**src/rtl/core/obrb_pkg.sv**
```systemverilog
// ----------------------------------------------------------------------------
// obrb_pkg
// Shared constants, types and helper functions of the overwriting byte ring
// buffer.
// ----------------------------------------------------------------------------
`default_nettype none

package obrb_pkg;

  // Store geometry
  localparam int DEPTH  = 4096;
  localparam int ADDR_W = $clog2(DEPTH);
  localparam int CAP_W  = ADDR_W + 1;
  localparam int DATA_W = 8;
  localparam int KIND_W = 2;

  // Longest peek burst
  localparam int BURST  = 64;
  localparam int LEFT_W = $clog2(BURST + 1);

  // Modulo unit: index plus shift count, reduced one bit per cycle
  localparam int SUM_W  = ADDR_W + 2;
  localparam int DIV_W  = CAP_W + SUM_W - 1;
  localparam int STEP_W = $clog2(SUM_W);

  // Request kinds
  localparam logic [KIND_W-1:0] KIND_WRITE  = 2'd0;
  localparam logic [KIND_W-1:0] KIND_PEEK   = 2'd1;
  localparam logic [KIND_W-1:0] KIND_SHIFT  = 2'd2;
  localparam logic [KIND_W-1:0] KIND_REWIND = 2'd3;

  // Request to the modulo unit
  typedef struct packed {
    logic             start;
    logic [SUM_W-1:0] dividend;
    logic [CAP_W-1:0] divisor;
  } mod_req_t;

  // Answer of the modulo unit
  typedef struct packed {
    logic              done;
    logic [ADDR_W-1:0] result;
  } mod_rsp_t;

  // Capacity in use: zero acts as one, anything above the store as the store
  function automatic logic [CAP_W-1:0] cap_clamp(input logic [CAP_W-1:0] value);
    logic [CAP_W-1:0] res;
    if (value == '0) begin
      res = CAP_W'(1);
    end else if (value > CAP_W'(DEPTH)) begin
      res = CAP_W'(DEPTH);
    end else begin
      res = value;
    end
    return res;
  endfunction

  // Advance an index by one around the ring
  function automatic logic [ADDR_W-1:0] wrap_inc(input logic [ADDR_W-1:0] idx,
                                                 input logic [CAP_W-1:0]  cap);
    logic [CAP_W-1:0] sum;
    sum = {1'b0, idx} + CAP_W'(1);
    return (sum == cap) ? '0 : sum[ADDR_W-1:0];
  endfunction

  // Bytes held: capacity when full, else the index distance around the ring
  function automatic logic [CAP_W-1:0] occ_of(input logic [ADDR_W-1:0] wr_idx,
                                              input logic [ADDR_W-1:0] rd_idx,
                                              input logic              full,
                                              input logic [CAP_W-1:0]  cap);
    logic [CAP_W-1:0] res;
    if (full) begin
      res = cap;
    end else if (wr_idx >= rd_idx) begin
      res = {1'b0, wr_idx} - {1'b0, rd_idx};
    end else begin
      res = cap + {1'b0, wr_idx} - {1'b0, rd_idx};
    end
    return res;
  endfunction

endpackage

`default_nettype wire

```
**src/rtl/core/obrb_mod.sv**
```systemverilog
// ----------------------------------------------------------------------------
// obrb_mod
// Restoring modulo unit: reduces index plus count by the capacity, one
// quotient bit per cycle.
// ----------------------------------------------------------------------------
`default_nettype none

module obrb_mod (
  input  wire logic               clk,
  input  wire logic               rst_n,
  input  wire obrb_pkg::mod_req_t req,
  output obrb_pkg::mod_rsp_t      rsp
);

  logic                            busy_r, busy_nxt;
  logic                            done_r, done_nxt;
  logic [obrb_pkg::SUM_W-1:0]      rem_r, rem_nxt;
  logic [obrb_pkg::DIV_W-1:0]      div_r, div_nxt;
  logic [obrb_pkg::STEP_W-1:0]     step_r, step_nxt;

  // One compare and subtract per cycle, divisor walking down
  always_comb begin
    busy_nxt = busy_r;
    done_nxt = done_r;
    rem_nxt  = rem_r;
    div_nxt  = div_r;
    step_nxt = step_r;
    if (req.start) begin
      busy_nxt = 1'b1;
      done_nxt = 1'b0;
      rem_nxt  = req.dividend;
      div_nxt  = {req.divisor, (obrb_pkg::SUM_W-1)'(0)};
      step_nxt = obrb_pkg::STEP_W'(obrb_pkg::SUM_W - 1);
    end else if (busy_r) begin
      if (obrb_pkg::DIV_W'(rem_r) >= div_r) begin
        rem_nxt = rem_r - div_r[obrb_pkg::SUM_W-1:0];
      end
      div_nxt = div_r >> 1;
      if (step_r == '0) begin
        busy_nxt = 1'b0;
        done_nxt = 1'b1;
      end else begin
        step_nxt = step_r - obrb_pkg::STEP_W'(1);
      end
    end
  end

  always_ff @(posedge clk) begin
    if (!rst_n) begin
      busy_r <= 1'b0;
      done_r <= 1'b0;
    end else begin
      busy_r <= busy_nxt;
      done_r <= done_nxt;
    end
    rem_r  <= rem_nxt;
    div_r  <= div_nxt;
    step_r <= step_nxt;
  end

  // Remainder is below the capacity, so it fits an index
  assign rsp.done   = done_r;
  assign rsp.result = rem_r[obrb_pkg::ADDR_W-1:0];

endmodule

`default_nettype wire

```
**config.mk**
```make
export PLATFORM = sky130hd
export DESIGN_NAME = obrb_mod
export DESIGN_NICKNAME = d
export VERILOG_FILES = /design/src/rtl/core/obrb_pkg.sv /design/src/rtl/core/obrb_mod.sv
export SDC_FILE = /design/constraint.sdc
export NUM_CORES = 1
export LEC_CHECK = 0
export BUFFER_PORTS_ARGS = -buffer_cell sky130_fd_sc_hd__clkbuf_2
export CAP_MARGIN = 5
export CORE_AREA = 2 2 90 75
export CTS_CLUSTER_SIZE = 30
export DETAILED_ROUTE_END_ITERATION = 8
export DIE_AREA = 0 0 92 77
export PLACE_DENSITY = 0.77
export SLEW_MARGIN = 20
export SYNTH_ARGS = -nofsm -noshare
export SYNTH_HDL_FRONTEND = slang
export SYNTH_SLANG_ARGS = --single-unit
```
**constraint.sdc**
```tcl
create_clock -name clk -period 2.63 [get_ports clk]
set_input_delay 0.3945 -clock clk [delete_from_list [all_inputs] [get_ports clk]]
set_output_delay 0.3945 -clock clk [all_outputs]
set_load 0.05 [all_outputs]
```
=== After elaboration in Yosys (flattened, before gate mapping) ===
Index checks and enable logic that the tools add are counted.

* Bits in registers: 46
* Output and inout bits: 13
* Word-level logic and storage cells: 26
* Input port bits: 30

* Reductions and logical operators: 7
* Muxes and demuxes: 8
* Bitwise logic cells: 2
* Magnitude comparators: 1
* Add/subtract/negate cells: 2

{| class="wikitable"
|+ Operators by type and width
! cell !! count
|-
| 26-bit two-way mux || 2
|-
| 14-bit two-way mux || 3
|-
| 14-bit by 26-bit >= comparator with 1-bit output || 1
|-
| 14-bit subtractor || 1
|-
| 2-bit AND reduction || 3
|-
| 4-bit logical NOT || 1
|-
| 2-bit nonzero test || 2
|-
| 4-bit by 1-bit subtractor with 4-bit output, second input constant || 1
|-
| 1-bit two-way mux || 3
|-
| 1-bit NOT || 2
|-
| 2-bit OR reduction || 1
|}

=== Longest topological paths before layout ===
* Word-level depth: 4
* Depth in mapped cells: 10
* Gate-level depth less buffers: 10

=== Worst setup path before layout ===
OpenSTA, ideal clock, no wires.

* Kind: reg-to-reg
* Start: register rem_r[0] in the netlist's numbering
* End: register rem_r[0] in the netlist's numbering (enable)
* Required time: 2.265 ns
* Arrival time: 2.265 ns
* Cell stages (with the launch flop): 11
* Setup time: 0.365 ns
* Path slack: 0.000 ns
* Period minus slack after synthesis: 2.630 ns
* Path buffers: 0
* Cell sequence: edfxtp_1 -> inv_1 -> ha_1 -> inv_1 -> fa_1 -> a21oi_2 -> o21ai_2 -> a21oi_4 -> o21ai_1 -> a2111oi_0 -> o21ai_1

* Longest elaborated chain between the ends: 3

{| class="wikitable"
|+ RTL lines
! what !! line !! text
|-
| start: declaration || obrb_mod.sv:17 || <nowiki>logic [obrb_pkg::SUM_W-1:0] rem_r, rem_nxt;</nowiki>
|-
| start signal: assignment || obrb_mod.sv:56 || <nowiki>rem_r <= rem_nxt;</nowiki>
|-
| 14-bit by 26-bit >= comparator with 1-bit output || obrb_mod.sv:35 || <nowiki>if (obrb_pkg::DIV_W'(rem_r) >= div_r) begin</nowiki>
|-
| 2-bit nonzero test (no source line) || n/a ||
|-
| 2-bit AND reduction (no source line) || n/a ||
|}

No other way between the ends.
A chain may end at the register's enable or synchronous reset.

=== Worst setup path after layout ===
* Start: register rem_r[0] in the netlist's numbering
* End: register rem_r[12] in the netlist's numbering (data pin)

* Longest elaborated chain between the ends: 4

{| class="wikitable"
|+ RTL lines
! what !! line !! text
|-
| 14-bit subtractor || obrb_mod.sv:36 || <nowiki>rem_nxt = rem_r - div_r[obrb_pkg::SUM_W-1:0];</nowiki>
|-
| 14-bit two-way mux || obrb_mod.sv:35 ||
|-
| 14-bit two-way mux || obrb_mod.sv:34 || <nowiki>end else if (busy_r) begin</nowiki>
|-
| 14-bit two-way mux || obrb_mod.sv:28 || <nowiki>if (req.start) begin</nowiki>
|-
| via rem_nxt (one bit) || obrb_mod.sv:17 ||
|}

The timed path passes the listed nets, and every way through them passes these cells. The select of a mux whose other input is x is not followed.

==> metrics.md <==
| Metric | Value |
|---|---|
| DIE HEIGHT | 77 um |
| XOR/XNOR Fraction of Synth Area | 0.0291 |
| Routed length per instance | 14.1 um |
| Compound-cell area share of the yosys netlist | 0.188 |
| Clk_lat worst skew | 300 ps |
| Clock sink count | 46 |
| GR Util All Layers | 0.159 |
| Global-route wire length before repair | 9110 um |
| I/O Buffers | 42 |
| Multiplexer share of the synthesized area | 0.0601 |
| Worst r2r dst | rem_r[12] |
| Worst clock skew | 5.78 ps |
| Synth-to-Final Area Change | 14.0% |
| Top Ports | 43 |
| Gr ovfl total | 0 |
| Register area share after synthesis | 0.440 |
| Clock tree buffer depth | 2 |
| Final setup viols | 0 |
| Largest net degree at the start of global routing | 21 |
| Fmax | 386 MHz |
| Max Slew Vio Count | 0 |
| Pwr Density | 589 mW/mm^2 |
| Met1 wire length | 2660 um |
| Async SR Flop Fraction | 0 |
| Net Count, Synth | 320 |
| Synth warn | 0 |
| CP endpoint | rem_r[12] |
| Worst path cell trace | inv_1 -> ha_2 -> inv_1 -> fa_2 -> a21oi_2 -> o21ai_2 -> a21oi_4 -> buf_6 -> a21oi_2 -> a2111o_1 -> a32o_1 |
| Startpoint types | flop |
| Remaining DRCs | 0 |
| DR pass1 iterations | 5 |
| Tcrit/Tclk final | 0.985 |
| Post-Synth Adder-Cell Area | 0.0767 |
| Worst vdd ir | 0.339 mV |
| Syn Std Cell Area | 0.00271 sq mm |
| R2r setup slk | 40 ps |
| H-tree depth | 2 |
| Cells on Worst Hold Path | 2 |
| Clock-pin slew on the worst setup and hold paths | 80 ps |
| Most frequent cells in the layout | 42 x clkbuf_2, 27 x edfxtp_1, 25 x nor2_1 |
| WP data required | 2690 ps |
| Highest routed layer | met4 |
| Initial DRC count | 220 |
| Prevailing post-synth register cell | edfxtp_1 |
| Crit-path max cell delay | 410 ps |
| Setup TNS | 0 ps |
| Maximum fanout along the worst path | 3 |
| Die X | 92 um |
| Status | finished clean |
| Overall Power | 1820 uW |
| Routed vias/inst | 5.30 |
| Tightest Pin Transition | 346 ps |
| Area share of the largest cell type after synthesis | 0.300 |
| WS Path Type | reg2reg |
| Largest family of logic cells by synthesized area | compound AO/OA/AOI/OAI gates |
| Synthesized flop and latch total | 46 |
| Initial antenna violation count | 0 |
| Worst-case reg-to-reg path depth | 11 |
| FILL cells | 589 |
| Hold Violations, Final | 0 |
| Met2 wire len | 2590 um |
| Vias in the first global route | 1,979 |
| Root buf cell | clkbuf_8 |
| Hold crit path type | in2reg |
| Synth Instances | 274 |
| Post-layout min period | 2590 ps |
| Slew HR | 0.769 |
| Post-detail-place hpwl | 4000 um |
| Placer congestion estimate | 0.839 |
| Commonest non-fill, non-tap cell in the layout | clkbuf_2 |
| LEAKAGE | 0.00125 uW |
| Area fraction in and, or, nand and nor cells after synthesis | 0.120 |
| Final nets | 353 |
| Diode count | 0 |
| Layout cells sized above 1 | 0.244 |
| Avg Cell Area, Syn | 9.88 sq um |
| CTS tree | done |
| Met3 wire length | 243 um |
| Initial Util | 0.438 |
| Final WL | 5530 um |
| Rows | 26 |
| Core footprint | 0.00618 sq mm |
| CP max-delay cell | edfxtp_1 |
| Post-synth EDFFs | 27 |
| DR vias | 2,078 |
| Area leader, netlist | edfxtp_1 |
| Top cells by area, synth | edfxtp_1 30%, dfxtp_1 14%, ha_1 6.9%, mux2i_1 5.2%, a22o_1 3.9% |
| Distinct cells, synth | 50 |
| Critical Path Source | rem_r[0] |
| R2r startpoint | rem_r[0] |
| Remaining antenna violation count | 0 |
| WP data arrival | 2650 ps |
| Hold_buf cts | 0 |
| Max_cap viols | 0 |
| Crit path capture type | flop |
| Total CTS buffers | 5 |
| Die area | 0.00708 sq mm |
==> sequential cells by signal, indices dropped and copies added, names as in the netlist <==
signal,flops
div_r,26
rem_r,14
step_r,4
busy_r,1
done_r,1
==> cell families (layout without fill, tap and decap cells) <==
| group | Yosys count | in the layout |
|---|---|---|
| xor+xnor | 9 | 9 |
| mux | 16 | 16 |
| flops | 46 | 46 |
| simple gates | 69 | 69 |
| buf+inv | 48 | 82 |
| compound gates | 70 | 70 |
| fa+ha+maj | 16 | 16 |
==> synthesized netlist by cell type (3+ instances only) <==
library cell	n
edfxtp_1	27
nor2_1	25
inv_1	20
dfxtp_1	19
nand2_1	17
ha_1	15
mux2i_1	14
buf_4	13
a22o_1	12
clkbuf_1	10
o21ai_1	10
a21oi_1	9
xnor2_1	8
o21ai_0	7
nand3_1	6
o21a_1	6
a21o_1	5
a21oi_2	3
buf_1	3
nand2b_1	3
nor2b_1	3
nor3b_1	3
==> timing repair <==
item,CTS,global route
resized for setup,1,4
pin swaps,2,2
cloned,0,0
setup buffers,4,2
endpoints found under the setup margin,15,15
==> critical path: cells and delay by family, from the launching register on <==
family,cells,cell delay (ps)
compound gates,6,1150
fa+ha+maj,2,520
flops,1,410
buf+inv,3,260
==> per-layer routing <==
layer / vias to the layer above / track usage
met5: - / 0
met4: 0 / 0.0433
met3: 5 / 0.0393
met2: 58 / 0.254
met1: 977 / 0.216
li1: 1038 / -
==> final cells by class <==
class	count	area (sq um)	area share
Tap cell	84	105	0.0341
Timing Repair Buffer	54	304	0.0985
Inverter	20	75.1	0.0243
Sequential cell	46	1190	0.386
Multi-Input combinational cell	180	1300	0.421
Clock buffer	8	111	0.0361
==> worst min path at each step <==
| stage | start | end | slack, ps |
|---|---|---|---|
| after floorplan | div_r[0] | div_r[0] | 460 |
| after global placement | div_r[0] | div_r[0] | 480 |
| after detailed placement | step_r[0] | step_r[0] | 490 |
| after CTS | rst_n | busy_r | 310 |
| after global routing | rst_n | busy_r | 310 |
| final | rst_n | busy_r | 310 |
==> through the flow <==
step	cell area [sq um]	instances	utilization	hold WS, ps	worst slack (ps)
global placement	2910	378	0.471	482	-74.0
floorplan	2710	274	-	465	40.0
detailed placement	2910	378	0.471	488	-239
CTS	3060	390	0.495	312	7.81
finish	3090	392	0.499	314	40.4
global route	3090	392	0.499	309	-55.0
==> where the power goes <==
group | internal, uW | switching, uW | total (uW)
clock | 272 | 235 | 507
sequential | 823 | 28.3 | 851
combinational | 184 | 275 | 459
Power figures use the tool's default switching activity.
